`src/hw/rtl/tql_pkg.sv`:
```
// ----------------------------------------------------------------------------
// Tabular Q-learning engine package
// Shared sizes, constants, register indexes, codes and the types that pass
// between the controller and the datapath.
// ----------------------------------------------------------------------------
package tql_pkg;

    // Table geometry
    localparam int NUM_STATES  = 8;
    localparam int NUM_ACTIONS = 8;
    localparam int TABLE_DEPTH = NUM_STATES * NUM_ACTIONS;
    localparam int ADDR_W      = $clog2(TABLE_DEPTH);
    localparam int ACT_CNT_W   = $clog2(NUM_ACTIONS + 1);

    // Field widths
    localparam int OP_W      = 1;
    localparam int STATE_W   = 3;
    localparam int ACT_W     = 3;
    localparam int REWARD_W  = 16;
    localparam int RND_W     = 32;
    localparam int VALUE_W   = 32;
    localparam int IN_DATA_W = 64;
    localparam int OUT_DATA_W = 40;

    // Configuration register widths and port sizes
    localparam int PCT_W      = 7;
    localparam int DISC_W     = 5;
    localparam int SHIFT_W    = 4;
    localparam int CFG_IDX_W  = 2;
    localparam int CFG_DATA_W = 7;

    // Register indexes
    localparam logic [CFG_IDX_W-1:0] REG_EXPLORE  = 2'd0;
    localparam logic [CFG_IDX_W-1:0] REG_DISCOUNT = 2'd1;
    localparam logic [CFG_IDX_W-1:0] REG_LEARN    = 2'd2;

    // Register reset values
    localparam logic [PCT_W-1:0]   EXPLORE_RESET  = 7'd10;
    localparam logic [DISC_W-1:0]  DISCOUNT_RESET = 5'd15;
    localparam logic [SHIFT_W-1:0] LEARN_RESET    = 4'd3;

    // Operation codes
    localparam logic [OP_W-1:0] OP_SELECT = 1'b0;
    localparam logic [OP_W-1:0] OP_UPDATE = 1'b1;

    // Percent test: x mod 100 through a reciprocal multiply, exact for 32 bits
    localparam int             PCT_RANGE = 100;
    localparam logic [RND_W-1:0] MOD_MAGIC = 32'h51EB_851F;
    localparam int             MOD_SHIFT = 37;
    localparam int             RND_PROD_W = 2 * RND_W;
    localparam int             QUOT_W     = RND_PROD_W - MOD_SHIFT;

    // Update arithmetic
    localparam int DISC_FRAC = 4;
    localparam int PROD_W    = VALUE_W + DISC_W + 1;
    localparam int CALC_W    = 40;

    // Controller states
    typedef enum logic [3:0] {
        ST_IDLE,
        ST_MUL,
        ST_MOD,
        ST_DECIDE,
        ST_SCAN,
        ST_OLD_RD,
        ST_PROD,
        ST_DIFF,
        ST_WRITE,
        ST_FINISH
    } state_t;

    // Commands from the controller to the datapath
    typedef struct packed {
        logic                 load_item;
        logic                 rnd_mul;
        logic                 rnd_mod;
        logic                 scan_issue;
        logic                 scan_take;
        logic                 scan_first;
        logic [ACT_CNT_W-1:0] scan_index;
        logic                 old_issue;
        logic                 calc_prod;
        logic                 calc_diff;
        logic                 calc_write;
        logic                 load_out;
    } cmd_t;

    // Status from the datapath to the controller
    typedef struct packed {
        logic is_update;
        logic explore;
        logic row_ok;
        logic upd_ok;
    } sts_t;

endpackage

```
`src/hw/rtl/tabular_q_learning_engine.sv`:
```
// ----------------------------------------------------------------------------
// Tabular Q-learning engine
// An 8 by 8 table of signed 32-bit Q values with epsilon-greedy action
// selection and a saturating temporal-difference update. The engine works
// on one item at a time. A select that explores goes from the input beat
// to the result beat through the multiply, remainder, decide and finish
// states; multiply and remainder find the random word modulo one hundred.
// A greedy select reads the row from the single-read-port table one entry
// per cycle. An update scans the next-state row the same way, then reads
// the old entry and computes the multiply, the difference and the
// shift-and-saturate in turn. A new item is taken as soon as the previous
// result sits in the output register, so the next item overlaps the wait
// on the result side. The table reads as zero after reset through
// per-entry written flags; no clearing pass is needed. Configuration must
// be written only while the engine is idle; the engine does not enforce it.
// ----------------------------------------------------------------------------
module tabular_q_learning_engine (
    input  logic                               clk,
    input  logic                               rst_n,
    // Configuration write port
    input  logic                               cfg_wen,
    input  logic [tql_pkg::CFG_IDX_W-1:0]      cfg_index,
    input  logic [tql_pkg::CFG_DATA_W-1:0]     cfg_wdata,
    // Input stream
    input  logic                               s_axis_tvalid,
    output logic                               s_axis_tready,
    // [2:0] current_state, [5:3] taken_action, [21:6] reward,
    // [24:22] next_state, [56:25] random_word, [63:57] zero
    input  logic [tql_pkg::IN_DATA_W-1:0]      s_axis_tdata,
    // [0] operation
    input  logic [tql_pkg::OP_W-1:0]           s_axis_tuser,
    // Output stream
    output logic                               m_axis_tvalid,
    input  logic                               m_axis_tready,
    // [2:0] chosen_action, [34:3] new_value, [39:35] zero
    output logic [tql_pkg::OUT_DATA_W-1:0]     m_axis_tdata,
    // [0] explored
    output logic                               m_axis_tuser
);

    localparam int ST_LO  = 0;
    localparam int ACT_LO = ST_LO + tql_pkg::STATE_W;
    localparam int RWD_LO = ACT_LO + tql_pkg::ACT_W;
    localparam int NST_LO = RWD_LO + tql_pkg::REWARD_W;
    localparam int RND_LO = NST_LO + tql_pkg::STATE_W;
    localparam int VAL_LO = tql_pkg::ACT_W;
    localparam int OUT_USED = VAL_LO + tql_pkg::VALUE_W;

    tql_pkg::cmd_t cmd;
    tql_pkg::sts_t sts;
    logic [tql_pkg::ACT_W-1:0]          chosen_action;
    logic                               explored;
    logic signed [tql_pkg::VALUE_W-1:0] new_value;

    // Sequencer.
    tql_ctrl u_ctrl (
        .clk       (clk),
        .rst_n     (rst_n),
        .in_valid  (s_axis_tvalid),
        .in_ready  (s_axis_tready),
        .out_valid (m_axis_tvalid),
        .out_ready (m_axis_tready),
        .sts       (sts),
        .cmd       (cmd)
    );

    // Table, arithmetic and configuration.
    tql_datapath u_datapath (
        .clk           (clk),
        .rst_n         (rst_n),
        .cfg_wen       (cfg_wen),
        .cfg_index     (cfg_index),
        .cfg_wdata     (cfg_wdata),
        .operation     (s_axis_tuser),
        .current_state (s_axis_tdata[ST_LO +: tql_pkg::STATE_W]),
        .taken_action  (s_axis_tdata[ACT_LO +: tql_pkg::ACT_W]),
        .reward        ($signed(s_axis_tdata[RWD_LO +: tql_pkg::REWARD_W])),
        .next_state    (s_axis_tdata[NST_LO +: tql_pkg::STATE_W]),
        .random_word   (s_axis_tdata[RND_LO +: tql_pkg::RND_W]),
        .cmd           (cmd),
        .sts           (sts),
        .chosen_action (chosen_action),
        .explored      (explored),
        .new_value     (new_value)
    );

    // Pack the result beat.
    assign m_axis_tdata = {{(tql_pkg::OUT_DATA_W - OUT_USED){1'b0}}, new_value, chosen_action};
    assign m_axis_tuser = explored;

    // An accepted item blocks the input until its work is done.
    a_single_item: assert property (
        @(posedge clk) disable iff (!rst_n)
        (s_axis_tvalid && s_axis_tready) |=> !s_axis_tready
    ) else $error("input accepted while an item is in progress");

    // A result is loaded only into a free or draining output register.
    a_no_overwrite: assert property (
        @(posedge clk) disable iff (!rst_n)
        cmd.load_out |-> (!m_axis_tvalid || m_axis_tready)
    ) else $error("pending result overwritten");

    // The table is written only by update items.
    a_write_on_update: assert property (
        @(posedge clk) disable iff (!rst_n)
        cmd.calc_write |-> (sts.is_update && sts.upd_ok)
    ) else $error("table written outside a valid update");

    // An explored choice carries a zero value.
    a_explore_zero: assert property (
        @(posedge clk) disable iff (!rst_n)
        (m_axis_tvalid && m_axis_tuser) |-> (m_axis_tdata[34:3] == '0)
    ) else $error("explored result with nonzero value");

endmodule

```
`src/hw/rtl/tql_ram.sv`:
```
// ----------------------------------------------------------------------------
// Generic RAM
// One write port and one read port with a registered read.
// ----------------------------------------------------------------------------
module tql_ram #(
    parameter int WIDTH = 32,
    parameter int DEPTH = 64
) (
    input  logic                     clk,
    input  logic                     we,
    input  logic [$clog2(DEPTH)-1:0] waddr,
    input  logic [WIDTH-1:0]         wdata,
    input  logic [$clog2(DEPTH)-1:0] raddr,
    output logic [WIDTH-1:0]         rdata
);

    logic [WIDTH-1:0] mem [DEPTH];
    logic [WIDTH-1:0] rdata_reg;

    // Write port and registered read port.
    always_ff @(posedge clk)
    begin
        if (we)
        begin
            mem[waddr] <= wdata;
        end
        rdata_reg <= mem[raddr];
    end

    assign rdata = rdata_reg;

endmodule

```
`src/hw/rtl/tql_ctrl.sv`:
```
// ----------------------------------------------------------------------------
// Tabular Q-learning controller
// Sequences one item at a time through the percent test, the row scan and
// the update arithmetic, and owns the input ready and the output valid.
// ----------------------------------------------------------------------------
module tql_ctrl (
    input  logic          clk,
    input  logic          rst_n,
    input  logic          in_valid,
    output logic          in_ready,
    output logic          out_valid,
    input  logic          out_ready,
    input  tql_pkg::sts_t sts,
    output tql_pkg::cmd_t cmd
);

    tql_pkg::state_t state_reg;
    tql_pkg::state_t state_next;
    logic [tql_pkg::ACT_CNT_W-1:0] scan_cnt_reg;
    logic [tql_pkg::ACT_CNT_W-1:0] scan_cnt_next;
    logic out_valid_reg;
    logic out_valid_next;
    logic scan_done;
    logic out_free;

    assign scan_done = (scan_cnt_reg == tql_pkg::ACT_CNT_W'(tql_pkg::NUM_ACTIONS));
    assign out_free  = !out_valid_reg || out_ready;

    // State, scan counter and output valid registers.
    always_ff @(posedge clk or negedge rst_n)
    begin
        if (!rst_n)
        begin
            state_reg     <= tql_pkg::ST_IDLE;
            scan_cnt_reg  <= '0;
            out_valid_reg <= 1'b0;
        end
        else
        begin
            state_reg     <= state_next;
            scan_cnt_reg  <= scan_cnt_next;
            out_valid_reg <= out_valid_next;
        end
    end

    // Next state.
    always_comb
    begin
        state_next = state_reg;
        unique case (state_reg)
            tql_pkg::ST_IDLE:
            begin
                if (in_valid)
                begin
                    state_next = tql_pkg::ST_MUL;
                end
            end
            tql_pkg::ST_MUL:
            begin
                state_next = tql_pkg::ST_MOD;
            end
            tql_pkg::ST_MOD:
            begin
                state_next = tql_pkg::ST_DECIDE;
            end
            tql_pkg::ST_DECIDE:
            begin
                if (sts.is_update)
                begin
                    state_next = sts.upd_ok ? tql_pkg::ST_SCAN : tql_pkg::ST_FINISH;
                end
                else if (!sts.explore && sts.row_ok)
                begin
                    state_next = tql_pkg::ST_SCAN;
                end
                else
                begin
                    state_next = tql_pkg::ST_FINISH;
                end
            end
            tql_pkg::ST_SCAN:
            begin
                if (scan_done)
                begin
                    state_next = sts.is_update ? tql_pkg::ST_OLD_RD : tql_pkg::ST_FINISH;
                end
            end
            tql_pkg::ST_OLD_RD:
            begin
                state_next = tql_pkg::ST_PROD;
            end
            tql_pkg::ST_PROD:
            begin
                state_next = tql_pkg::ST_DIFF;
            end
            tql_pkg::ST_DIFF:
            begin
                state_next = tql_pkg::ST_WRITE;
            end
            tql_pkg::ST_WRITE:
            begin
                state_next = tql_pkg::ST_FINISH;
            end
            tql_pkg::ST_FINISH:
            begin
                if (out_free)
                begin
                    state_next = tql_pkg::ST_IDLE;
                end
            end
            default:
            begin
                state_next = tql_pkg::ST_IDLE;
            end
        endcase
    end

    // Scan counter: cleared before the scan, one step per cycle during it.
    always_comb
    begin
        scan_cnt_next = scan_cnt_reg;
        if (state_reg == tql_pkg::ST_DECIDE)
        begin
            scan_cnt_next = '0;
        end
        else if (state_reg == tql_pkg::ST_SCAN && !scan_done)
        begin
            scan_cnt_next = scan_cnt_reg + tql_pkg::ACT_CNT_W'(1);
        end
    end

    // Commands and handshake outputs.
    always_comb
    begin
        cmd            = '0;
        cmd.scan_index = scan_cnt_reg;
        in_ready       = 1'b0;
        out_valid_next = out_valid_reg && !out_ready;
        unique case (state_reg)
            tql_pkg::ST_IDLE:
            begin
                in_ready      = 1'b1;
                cmd.load_item = in_valid;
            end
            tql_pkg::ST_MUL:
            begin
                cmd.rnd_mul = 1'b1;
            end
            tql_pkg::ST_MOD:
            begin
                cmd.rnd_mod = 1'b1;
            end
            tql_pkg::ST_SCAN:
            begin
                cmd.scan_issue = !scan_done;
                cmd.scan_take  = (scan_cnt_reg != '0);
                cmd.scan_first = (scan_cnt_reg == tql_pkg::ACT_CNT_W'(1));
            end
            tql_pkg::ST_OLD_RD:
            begin
                cmd.old_issue = 1'b1;
            end
            tql_pkg::ST_PROD:
            begin
                cmd.calc_prod = 1'b1;
            end
            tql_pkg::ST_DIFF:
            begin
                cmd.calc_diff = 1'b1;
            end
            tql_pkg::ST_WRITE:
            begin
                cmd.calc_write = 1'b1;
            end
            tql_pkg::ST_FINISH:
            begin
                if (out_free)
                begin
                    cmd.load_out   = 1'b1;
                    out_valid_next = 1'b1;
                end
            end
            default:
            begin
                in_ready = 1'b0;
            end
        endcase
    end

    assign out_valid = out_valid_reg;

endmodule

```
`src/hw/rtl/tql_datapath.sv`:
```
// ----------------------------------------------------------------------------
// Tabular Q-learning datapath
// Holds the configuration registers, the item registers, the Q table with
// its written-entry flags, the percent test, the row maximum and the update
// arithmetic, and the output payload register.
// ----------------------------------------------------------------------------
module tql_datapath (
    input  logic                                clk,
    input  logic                                rst_n,
    input  logic                                cfg_wen,
    input  logic [tql_pkg::CFG_IDX_W-1:0]       cfg_index,
    input  logic [tql_pkg::CFG_DATA_W-1:0]      cfg_wdata,
    input  logic [tql_pkg::OP_W-1:0]            operation,
    input  logic [tql_pkg::STATE_W-1:0]         current_state,
    input  logic [tql_pkg::ACT_W-1:0]           taken_action,
    input  logic signed [tql_pkg::REWARD_W-1:0] reward,
    input  logic [tql_pkg::STATE_W-1:0]         next_state,
    input  logic [tql_pkg::RND_W-1:0]           random_word,
    input  tql_pkg::cmd_t                       cmd,
    output tql_pkg::sts_t                       sts,
    output logic [tql_pkg::ACT_W-1:0]           chosen_action,
    output logic                                explored,
    output logic signed [tql_pkg::VALUE_W-1:0]  new_value
);

    // Configuration registers
    logic [tql_pkg::PCT_W-1:0]   explore_reg;
    logic [tql_pkg::DISC_W-1:0]  discount_reg;
    logic [tql_pkg::SHIFT_W-1:0] learn_reg;

    // Item registers
    logic [tql_pkg::OP_W-1:0]            op_reg;
    logic [tql_pkg::STATE_W-1:0]         st_reg;
    logic [tql_pkg::ACT_W-1:0]           act_reg;
    logic signed [tql_pkg::REWARD_W-1:0] reward_reg;
    logic [tql_pkg::STATE_W-1:0]         nst_reg;
    logic [tql_pkg::RND_W-1:0]           rnd_reg;

    // Percent test
    logic [tql_pkg::RND_PROD_W-1:0] rnd_prod_reg;
    logic [tql_pkg::QUOT_W-1:0]     quot;
    logic [tql_pkg::PCT_W-1:0]      rem_reg;

    // Table access
    logic [tql_pkg::TABLE_DEPTH-1:0] valid_reg;
    logic [tql_pkg::ADDR_W-1:0]      raddr;
    logic [tql_pkg::ADDR_W-1:0]      upd_addr;
    logic [tql_pkg::STATE_W-1:0]     scan_row;
    logic                            rd_live_reg;
    logic [tql_pkg::VALUE_W-1:0]     ram_rdata;
    logic signed [tql_pkg::VALUE_W-1:0] rd_data;

    // Row maximum
    logic signed [tql_pkg::VALUE_W-1:0] best_reg;
    logic [tql_pkg::ACT_W-1:0]          best_idx_reg;

    // Update arithmetic
    logic signed [tql_pkg::VALUE_W-1:0] old_reg;
    logic signed [tql_pkg::PROD_W-1:0]  prod_next;
    logic signed [tql_pkg::PROD_W-1:0]  prod_reg;
    logic signed [tql_pkg::PROD_W-1:0]  prod_sh;
    logic signed [tql_pkg::CALC_W-1:0]  target;
    logic signed [tql_pkg::CALC_W-1:0]  diff_reg;
    logic signed [tql_pkg::CALC_W-1:0]  step;
    logic signed [tql_pkg::CALC_W-1:0]  nv_wide;
    logic signed [tql_pkg::CALC_W-1:0]  sat_hi;
    logic signed [tql_pkg::CALC_W-1:0]  sat_lo;
    logic signed [tql_pkg::VALUE_W-1:0] nv_sat;
    logic signed [tql_pkg::VALUE_W-1:0] nv_reg;

    // Output payload
    logic [tql_pkg::ACT_W-1:0]          res_action;
    logic                               res_explored;
    logic signed [tql_pkg::VALUE_W-1:0] res_value;
    logic [tql_pkg::ACT_W-1:0]          out_action_reg;
    logic                               out_explored_reg;
    logic signed [tql_pkg::VALUE_W-1:0] out_value_reg;

    // Configuration register writes.
    always_ff @(posedge clk or negedge rst_n)
    begin
        if (!rst_n)
        begin
            explore_reg  <= tql_pkg::EXPLORE_RESET;
            discount_reg <= tql_pkg::DISCOUNT_RESET;
            learn_reg    <= tql_pkg::LEARN_RESET;
        end
        else if (cfg_wen)
        begin
            unique case (cfg_index)
                tql_pkg::REG_EXPLORE:  explore_reg  <= cfg_wdata[tql_pkg::PCT_W-1:0];
                tql_pkg::REG_DISCOUNT: discount_reg <= cfg_wdata[tql_pkg::DISC_W-1:0];
                tql_pkg::REG_LEARN:    learn_reg    <= cfg_wdata[tql_pkg::SHIFT_W-1:0];
                default:               ;
            endcase
        end
    end

    // Item capture on the input beat.
    always_ff @(posedge clk)
    begin
        if (cmd.load_item)
        begin
            op_reg     <= operation;
            st_reg     <= current_state;
            act_reg    <= taken_action;
            reward_reg <= reward;
            nst_reg    <= next_state;
            rnd_reg    <= random_word;
        end
    end

    // Remainder of the random word by one hundred: reciprocal product first,
    // then one multiply by the constant and a subtract.
    assign quot = rnd_prod_reg[tql_pkg::RND_PROD_W-1:tql_pkg::MOD_SHIFT];

    always_ff @(posedge clk)
    begin
        if (cmd.rnd_mul)
        begin
            rnd_prod_reg <= tql_pkg::RND_PROD_W'(rnd_reg)
                          * tql_pkg::RND_PROD_W'(tql_pkg::MOD_MAGIC);
        end
        if (cmd.rnd_mod)
        begin
            rem_reg <= tql_pkg::PCT_W'(rnd_reg - tql_pkg::RND_W'(quot)
                                       * tql_pkg::RND_W'(tql_pkg::PCT_RANGE));
        end
    end

    // Status for the controller.
    always_comb
    begin
        sts.is_update = (op_reg == tql_pkg::OP_UPDATE);
        sts.explore   = (rem_reg < explore_reg);
        sts.row_ok    = (32'(st_reg) < 32'(tql_pkg::NUM_STATES));
        sts.upd_ok    = sts.row_ok
                     && (32'(nst_reg) < 32'(tql_pkg::NUM_STATES))
                     && (32'(act_reg) < 32'(tql_pkg::NUM_ACTIONS));
    end

    // Read address: the scanned row, or the entry being updated.
    assign scan_row = sts.is_update ? nst_reg : st_reg;
    assign upd_addr = tql_pkg::ADDR_W'(st_reg) * tql_pkg::ADDR_W'(tql_pkg::NUM_ACTIONS)
                    + tql_pkg::ADDR_W'(act_reg);

    always_comb
    begin
        if (cmd.old_issue)
        begin
            raddr = upd_addr;
        end
        else
        begin
            raddr = tql_pkg::ADDR_W'(scan_row) * tql_pkg::ADDR_W'(tql_pkg::NUM_ACTIONS)
                  + tql_pkg::ADDR_W'(cmd.scan_index);
        end
    end

    // Q table storage.
    tql_ram #(
        .WIDTH (tql_pkg::VALUE_W),
        .DEPTH (tql_pkg::TABLE_DEPTH)
    ) u_table (
        .clk   (clk),
        .we    (cmd.calc_write),
        .waddr (upd_addr),
        .wdata (nv_sat),
        .raddr (raddr),
        .rdata (ram_rdata)
    );

    // Written-entry flags: an entry never written reads as zero.
    always_ff @(posedge clk or negedge rst_n)
    begin
        if (!rst_n)
        begin
            valid_reg   <= '0;
            rd_live_reg <= 1'b0;
        end
        else
        begin
            rd_live_reg <= valid_reg[raddr];
            if (cmd.calc_write)
            begin
                valid_reg[upd_addr] <= 1'b1;
            end
        end
    end

    assign rd_data = rd_live_reg ? $signed(ram_rdata) : '0;

    // Running row maximum; a later entry wins only when strictly greater.
    always_ff @(posedge clk)
    begin
        if (cmd.scan_take && (cmd.scan_first || rd_data > best_reg))
        begin
            best_reg     <= rd_data;
            best_idx_reg <= tql_pkg::ACT_W'(cmd.scan_index - tql_pkg::ACT_CNT_W'(1));
        end
    end

    // Update arithmetic, one step per cycle.
    assign prod_next = best_reg * $signed({1'b0, discount_reg});
    assign prod_sh   = prod_reg >>> tql_pkg::DISC_FRAC;
    assign target    = {{(tql_pkg::CALC_W - tql_pkg::REWARD_W){reward_reg[tql_pkg::REWARD_W-1]}},
                        reward_reg}
                     + {{(tql_pkg::CALC_W - tql_pkg::PROD_W){prod_sh[tql_pkg::PROD_W-1]}},
                        prod_sh};
    assign step      = diff_reg >>> learn_reg;
    assign nv_wide   = {{(tql_pkg::CALC_W - tql_pkg::VALUE_W){old_reg[tql_pkg::VALUE_W-1]}},
                        old_reg} + step;
    assign sat_hi    = {{(tql_pkg::CALC_W - tql_pkg::VALUE_W + 1){1'b0}},
                        {(tql_pkg::VALUE_W - 1){1'b1}}};
    assign sat_lo    = {{(tql_pkg::CALC_W - tql_pkg::VALUE_W + 1){1'b1}},
                        {(tql_pkg::VALUE_W - 1){1'b0}}};

    // Saturate the new value to the signed 32-bit range.
    always_comb
    begin
        if (nv_wide > sat_hi)
        begin
            nv_sat = sat_hi[tql_pkg::VALUE_W-1:0];
        end
        else if (nv_wide < sat_lo)
        begin
            nv_sat = sat_lo[tql_pkg::VALUE_W-1:0];
        end
        else
        begin
            nv_sat = nv_wide[tql_pkg::VALUE_W-1:0];
        end
    end

    always_ff @(posedge clk)
    begin
        if (cmd.calc_prod)
        begin
            old_reg  <= rd_data;
            prod_reg <= prod_next;
        end
        if (cmd.calc_diff)
        begin
            diff_reg <= target - {{(tql_pkg::CALC_W - tql_pkg::VALUE_W){old_reg[tql_pkg::VALUE_W-1]}},
                                  old_reg};
        end
        if (cmd.calc_write)
        begin
            nv_reg <= nv_sat;
        end
    end

    // Result fields for the finished item.
    always_comb
    begin
        res_action   = '0;
        res_explored = 1'b0;
        res_value    = '0;
        if (sts.is_update)
        begin
            res_action = act_reg;
            if (sts.upd_ok)
            begin
                res_value = nv_reg;
            end
        end
        else if (sts.explore)
        begin
            res_action   = tql_pkg::ACT_W'(rnd_reg % tql_pkg::RND_W'(tql_pkg::NUM_ACTIONS));
            res_explored = 1'b1;
        end
        else if (sts.row_ok)
        begin
            res_action = best_idx_reg;
            res_value  = best_reg;
        end
    end

    // Output payload register.
    always_ff @(posedge clk)
    begin
        if (cmd.load_out)
        begin
            out_action_reg   <= res_action;
            out_explored_reg <= res_explored;
            out_value_reg    <= res_value;
        end
    end

    assign chosen_action = out_action_reg;
    assign explored      = out_explored_reg;
    assign new_value     = out_value_reg;

endmodule

```
`config.mk`:
```
export PLATFORM = sky130hd
export DESIGN_NAME = tabular_q_learning_engine
export DESIGN_NICKNAME = d
export VERILOG_FILES = /design/src/hw/rtl/tql_pkg.sv /design/src/hw/rtl/tabular_q_learning_engine.sv /design/src/hw/rtl/tql_ram.sv /design/src/hw/rtl/tql_ctrl.sv /design/src/hw/rtl/tql_datapath.sv
export SDC_FILE = /design/constraint.sdc
export NUM_CORES = 2
export LEC_CHECK = 0
export ABC_AREA = 1
export CAP_MARGIN = 20
export CORE_MARGIN = 1.5
export CORE_UTILIZATION = 55
export CTS_CLUSTER_SIZE = 20
export DETAILED_ROUTE_END_ITERATION = 12
export DONT_BUFFER_PORTS = 1
export PLACE_DENSITY = 0.7
export SLEW_MARGIN = 30
export SYNTH_ARGS = -nofsm -noshare
export SYNTH_HDL_FRONTEND = slang
export SYNTH_SLANG_ARGS = --single-unit
```
`constraint.sdc`:
```
create_clock -name clk -period 7.4 [get_ports clk]
set_input_delay 0.37 -clock clk [delete_from_list [all_inputs] [get_ports clk]]
set_output_delay 0.37 -clock clk [all_outputs]
set_load 0.02 [all_outputs]
```
Yosys cells after proc, flatten, opt, wreduce, memory -nomap -nowiden --
Memory sizes are Yosys's and may differ from the RTL's. A register that Yosys moved wholly into a read port is not among the register bits. Index checks and enable logic that the tools add are counted.
Cells by class: magnitude comparators 7, eq/ne operators 16, $mul 3, shift-type cells 1, reductions and logical operators 17, bitwise gates (word level) 1, $add $sub $neg 8, muxes and demuxes 38, div/mod/pow operators 0
Operators with widths (number):
- $mux 32 | 5
- $or 64x64->64 | 1
- $mul 32x31->63 const B | 1
- $add 40x40->40 | 1
- $gt 40x32->1 const B | 1
- $lt 40x32->1 const B | 1
- $pmux 4 s10 | 1
- $sshr 40x4->40 | 1
- $sub 40x40->40 | 1
- $mul 32x6->38 | 1
- $add 16x34->35 | 1
- $gt 32x32->1 | 1
- $mux 4 | 8
- $mul 26x5->5 const B | 1
- $mux 1 | 17
- $eq 4x3->1 const B | 4
- $lt 6x7->1 const B | 2
- $eq 4x4->1 const B | 3
- $mux 3 | 3
- $eq 4x1->1 const B | 2
- $eq 4x2->1 const B | 2
- $lt 7x7->1 | 1
- $sub 7x7->7 | 1
- $add 6x3->6 | 1
- 21 further kinds | 30
Storage, ports and cells: memory bits (writable) 2048, flip-flop bits (word level) 431, memories 1, bits in latches 0, output and inout port bits 43, ROM bits 0, input bits 79
Memory list:
- u_datapath.u_table.mem | words 64, bits a word 32, read ports 1, clocked after Yosys merged registers in 1, wr ports 1, line tql_ram.sv:17 | logic [WIDTH-1:0] mem [DEPTH];

Logic depth before layout (Yosys ltp) --
depth in word-level cells 6, depth in mapped cells 31, depth with buffers taken out 28

Hierarchy --
Synthesis repeated with hierarchy kept, for this count alone.
Unflattened totals: cell total of the unflattened synthesis 11447, area, all modules 122926.6 sq um
Modules (own cells, without submodules):
- tql_ram | cells an instance 6769, sequential area each 62139.6 sq um, area an instance 82738.1 sq um, times used 1
- tql_datapath | cells an instance 4573, sequential area each 10294.9 sq um, area an instance 39514.1 sq um, times used 1
- tql_ctrl | cells an instance 99, sequential area each 225.2 sq um, area an instance 633.1 sq um, times used 1
- tabular_q_learning_engine | cells an instance 6, sequential area each 0.0 sq um, area an instance 41.3 sq um, times used 1

Worst setup path after synthesis --
OpenSTA, ideal clock, no wires.
path kind reg2reg, start point register u_datapath.learn_reg[0] in the netlist's numbering, end point register u_datapath.nv_reg[1] in the netlist's numbering, data pin, buffers on the path 3, data arrival time 5.735 ns, required time 6.881 ns, slack 1.146 ns, library setup time 0.519 ns, stages on the path, launching flop included 21, cell sequence dfstp_2 clkbuf_1 clkbuf_1 nand2_1 nand3_1 o21ai_0 o21a_1 o22ai_1 ha_1 nand3_1 nand3_1 a21oi_2 o21ai_1 nand2_1 nand2_1 a21oi_1 xor2_1 nand2_1 buf_2 nand2_1 nand2_1
Between the ends: longest elaborated chain between the ends 5, elaborated cells on any way between the ends 6
Ends and longest elaborated chain:
- start, declared | line tql_datapath.sv:29 | logic [tql_pkg::SHIFT_W-1:0] learn_reg;
- start signal, assigned | line tql_datapath.sv:86 | learn_reg <= tql_pkg::LEARN_RESET;
- start signal, assigned | line tql_datapath.sv:93 | tql_pkg::REG_LEARN: learn_reg <= cfg_wdata[tql_pkg::SHIFT_W-1:0];
- $sshr 40x4->40 (*) | line tql_datapath.sv:210 | assign step = diff_reg >>> learn_reg;
- $add 40x40->40 (*) | line tql_datapath.sv:212 | old_reg} + step;
- $lt 40x32->1 | line tql_datapath.sv:225 | else if (nv_wide < sat_lo)
- $mux 32 | line tql_datapath.sv:225
- $mux 32 (*) | line tql_datapath.sv:221 | if (nv_wide > sat_hi)
- net u_datapath.nv_sat (one bit) | line tql_datapath.sv:68 | logic signed [tql_pkg::VALUE_W-1:0] nv_sat;
- end signal, assigned | line tql_datapath.sv:249 | nv_reg <= nv_sat;
- end, declared | line tql_datapath.sv:69 | logic signed [tql_pkg::VALUE_W-1:0] nv_reg;
Mark *: on every way through the listed nets, which the timed path passes. The rest lies on a longest branch. A chain may end at the register's enable or synchronous reset.

Final worst setup path --
start point register u_datapath.rnd_reg[14] in the netlist's numbering, end point register u_datapath.rnd_prod_reg[41] in the netlist's numbering, data pin
Between the ends: longest elaborated chain between the ends 1
Ends and longest elaborated chain:
- start, declared | line tql_datapath.sv:37 | logic [tql_pkg::RND_W-1:0] rnd_reg;
- start signal, assigned | line tql_datapath.sv:109 | rnd_reg <= random_word;
- $mul 32x31->63 | line tql_datapath.sv:122 | * tql_pkg::RND_PROD_W'(tql_pkg::MOD_MAGIC);
- end signal, assigned | line tql_datapath.sv:121 | rnd_prod_reg <= tql_pkg::RND_PROD_W'(rnd_reg)
- end, declared | line tql_datapath.sv:40 | logic [tql_pkg::RND_PROD_W-1:0] rnd_prod_reg;
No other way between the ends.

==> impl_results.md <==
- Asr flop ratio synth: 3.67%
- Post-synth cell types: 63
- Synth Warn #: 0
- Most common cell after layout, fill and taps aside: edfxtp_1
- Worst Path Required: 8030 ps
- Worst reg2reg path depth: 23
- Detail Placement HPWL: 216,000 um
- Period utilization: 89.1%
- Synth Area in XOR/XNOR: 1.15%
- Final RePlAce weighted congestion: 0.964
- Most frequent cells in the layout: edfxtp_1 (2,327), nand2_1 (1,231), o21ai_0 (1,172)
- DRT Wirelength: 352,000 um
- Clk Latency, worst-skew pair: 940 ps
- Worst slew pin tran: 1030 ps
- Hold Path Depth: 1
- Max reg flops: 2,048
- Synth area leader: edfxtp_1
- # setup viols final: 0
- Seq cells post-synth: 2,449
- Final Skew: 79.5 ps
- Arrival time worst endpoint: 7230 ps
- Fin Setup TNS: 0 ps
- Critical path class: reg -> reg
- Die H: 475 um
- Min cycle time layout: 6600 ps
- Post-synthesis mux area share: 0.0571%
- Mapped Area: 123,000 um2
- Via count: 83.6k
- Syn Inst Count: 10.6k
- Reg clk slew, reported paths: 60 ps
- # nets final: 11.6k
- GRT Resource Usage Total: 30.9%
- Final hold violations: 0
- DRT iter0 DRCs: 9,970
- CP max FO: 10
- DRC viols: 0
- WL/cell: 25.5 um
- Core area: 222,000 um2
- Die ar.: 226,000 um2
- Fin. max-slew vios: 0
- Synth area leaders: edfxtp_1 (57%), fa_1 (6.6%), ha_1 (4.9%), o21ai_0 (4.8%), nand2_1 (3.9%)
- Top cell type's share of synthesized area: 57.0%
- # resized after CTS: 0
- Max cap viols: 0
- Share of cells above drive strength 1: 6.99%
- DR pass1 iterations: 5
- Post-Syn Area per Cell: 11.5 um2
- Outcome: complete, no violations
- Root Buffer: clkbuf_16
- Post-Synth Adder-Cell Area: 11.5%
- Clock tree from TritonCTS: built
- Initial Util: 55.2%
- Area fraction in compound gates after synthesis: 12.9%
- Number of antenna violations at the first check in global routing: 13
- Number of global-route vias before repair: 81.2k
- Post-synthesis simple-gate area fraction: 9.44%
- Post-CTS Setup Inserts: 0
- IO buf count: 0
- Cts hold-fix bufs: 80
- Fmax: 152 MHz
- CP Launch Type: register
- Rows: 173
- Antenna viol nets, final: 0
- CTS Sinks: 2,449
- Clock Path Buffers: 3
- Post-synthesis sequential area ratio: 59.3%
- Post-synth EDFFs: 2,327
- Die X: 475 um
- Number of CTS-inserted buffers: 235
- Largest net degree at the start of global routing: 219
- CP endpoint kind: register
- Vias per cell: 6.05
- Aggregate global routing overflow: 0
- First-pass GRT wire length: 516,000 um
- Area growth, synth to finish: 10.1%
- RSZ-0062 raised after global routing: no
- Tightest Hold Check Type: in -> reg
- H-tree levels: 4
- Worst slew margin: 30.9%
- Largest family of logic cells by synthesized area: compound AO/OA/AOI/OAI gates
- Ys flop type: edfxtp_1
- Top Ports: 122
through the flow:
step / util (%) / setup slack [ps] / hold slack (ps) / area [um2] / cells
6_report: 60.8 / 803 / 114 / 135000 / 13800
5_1_grt: 60.8 / 455 / 94.9 / 135000 / 13800
4_1_cts: 60.8 / 788 / 77.3 / 135000 / 13800
3_5_place_dp: 56.8 / 835 / 76.4 / 126000 / 13300
3_3_place_gp: 56.8 / 749 / 76.4 / 126000 / 13300
2_1_floorplan: - / 1150 / 74.4 / 123000 / 10600
critical path, cell delays in order (launching register included):
cell and delay, ps:
edfxtp_1 730, inv_1 140, fa_1 630, inv_1 60, ha_1 290, fa_1 550, inv_1 50, fa_1 480
inv_1 50, fa_1 510, inv_1 60, fa_1 510, fa_1 510, inv_1 70, ha_1 270, ha_1 370
a21oi_1 240, o21ai_0 130, a211oi_1 270, nand2_1 90, a31oi_1 190, inv_1 60, nand2_1 60, nand2_1 50
worst paths after layout:
path,from,slack [ps],end
min in group asynchronous,rst_n,220,u_datapath.valid_reg[13]
setup / recovery,u_datapath.rnd_reg[14],800,u_datapath.rnd_prod_reg[41]
hold / removal,s_axis_tdata[2],110,u_datapath.st_reg[2]
hold reg to reg,u_datapath.valid_reg[44],460,u_datapath.valid_reg[44]
setup reg to reg,u_datapath.rnd_reg[14],800,u_datapath.rnd_prod_reg[41]
max in group asynchronous,rst_n,6690,u_datapath.discount_reg[4]
area by class of cell:
class,count,area (um2)
Timing Repair Buffer,260,2450
Fill cell,17300,87000
Sequential cell,2449,72800
Clock inverter,156,1790
Tap cell,2975,3720
Antenna cell,8,20.0
Inverter,1142,4320
Multi-Input combinational cell,6523,43700
Clock buffer,290,6250
cell usage after synthesis, drive strengths merged, types with 3 or more instances:
cell	count
o31ai	40
o22ai	201
dfstp	8
a31oi	31
o2111ai	4
or2	63
nand4	29
a211oi	3
a21o	13
xor2	107
a21boi	3
inv	1139
nand3	474
nand2	1269
clkbuf	301
o21a	19
xnor2	54
o211ai	383
buf	234
fa	406
nor2	934
o221ai	48
o21bai	328
edfxtp	2327
mux2i	7
ha	481
nor4	12
clkinv	3
nor3	37
a21oi	242
dfrtp	82
dfxtp	32
o21ai	1313
per-layer routing:
metal / vias to the layer above / part of all wire [%] / GRT usage (%)
met5: - / 0.0068 / 0
li1: 37400 / - / -
met3: 635 / 8.7 / 4.58
met4: 4 / 4.6 / 13.9
met1: 41400 / 41 / 43.1
met2: 4099 / 46 / 48.3
cell families after synthesis:
logic type,count (synthesis)
simple gates,2825
other cells,1
buf+inv,1677
mux,7
xor+xnor,161
fa+ha+maj,887
compound gates,2638
flops,2449
Power is not shown: default switching activity piles up to over one toggle a cycle in this logic, so the estimate is an artifact.
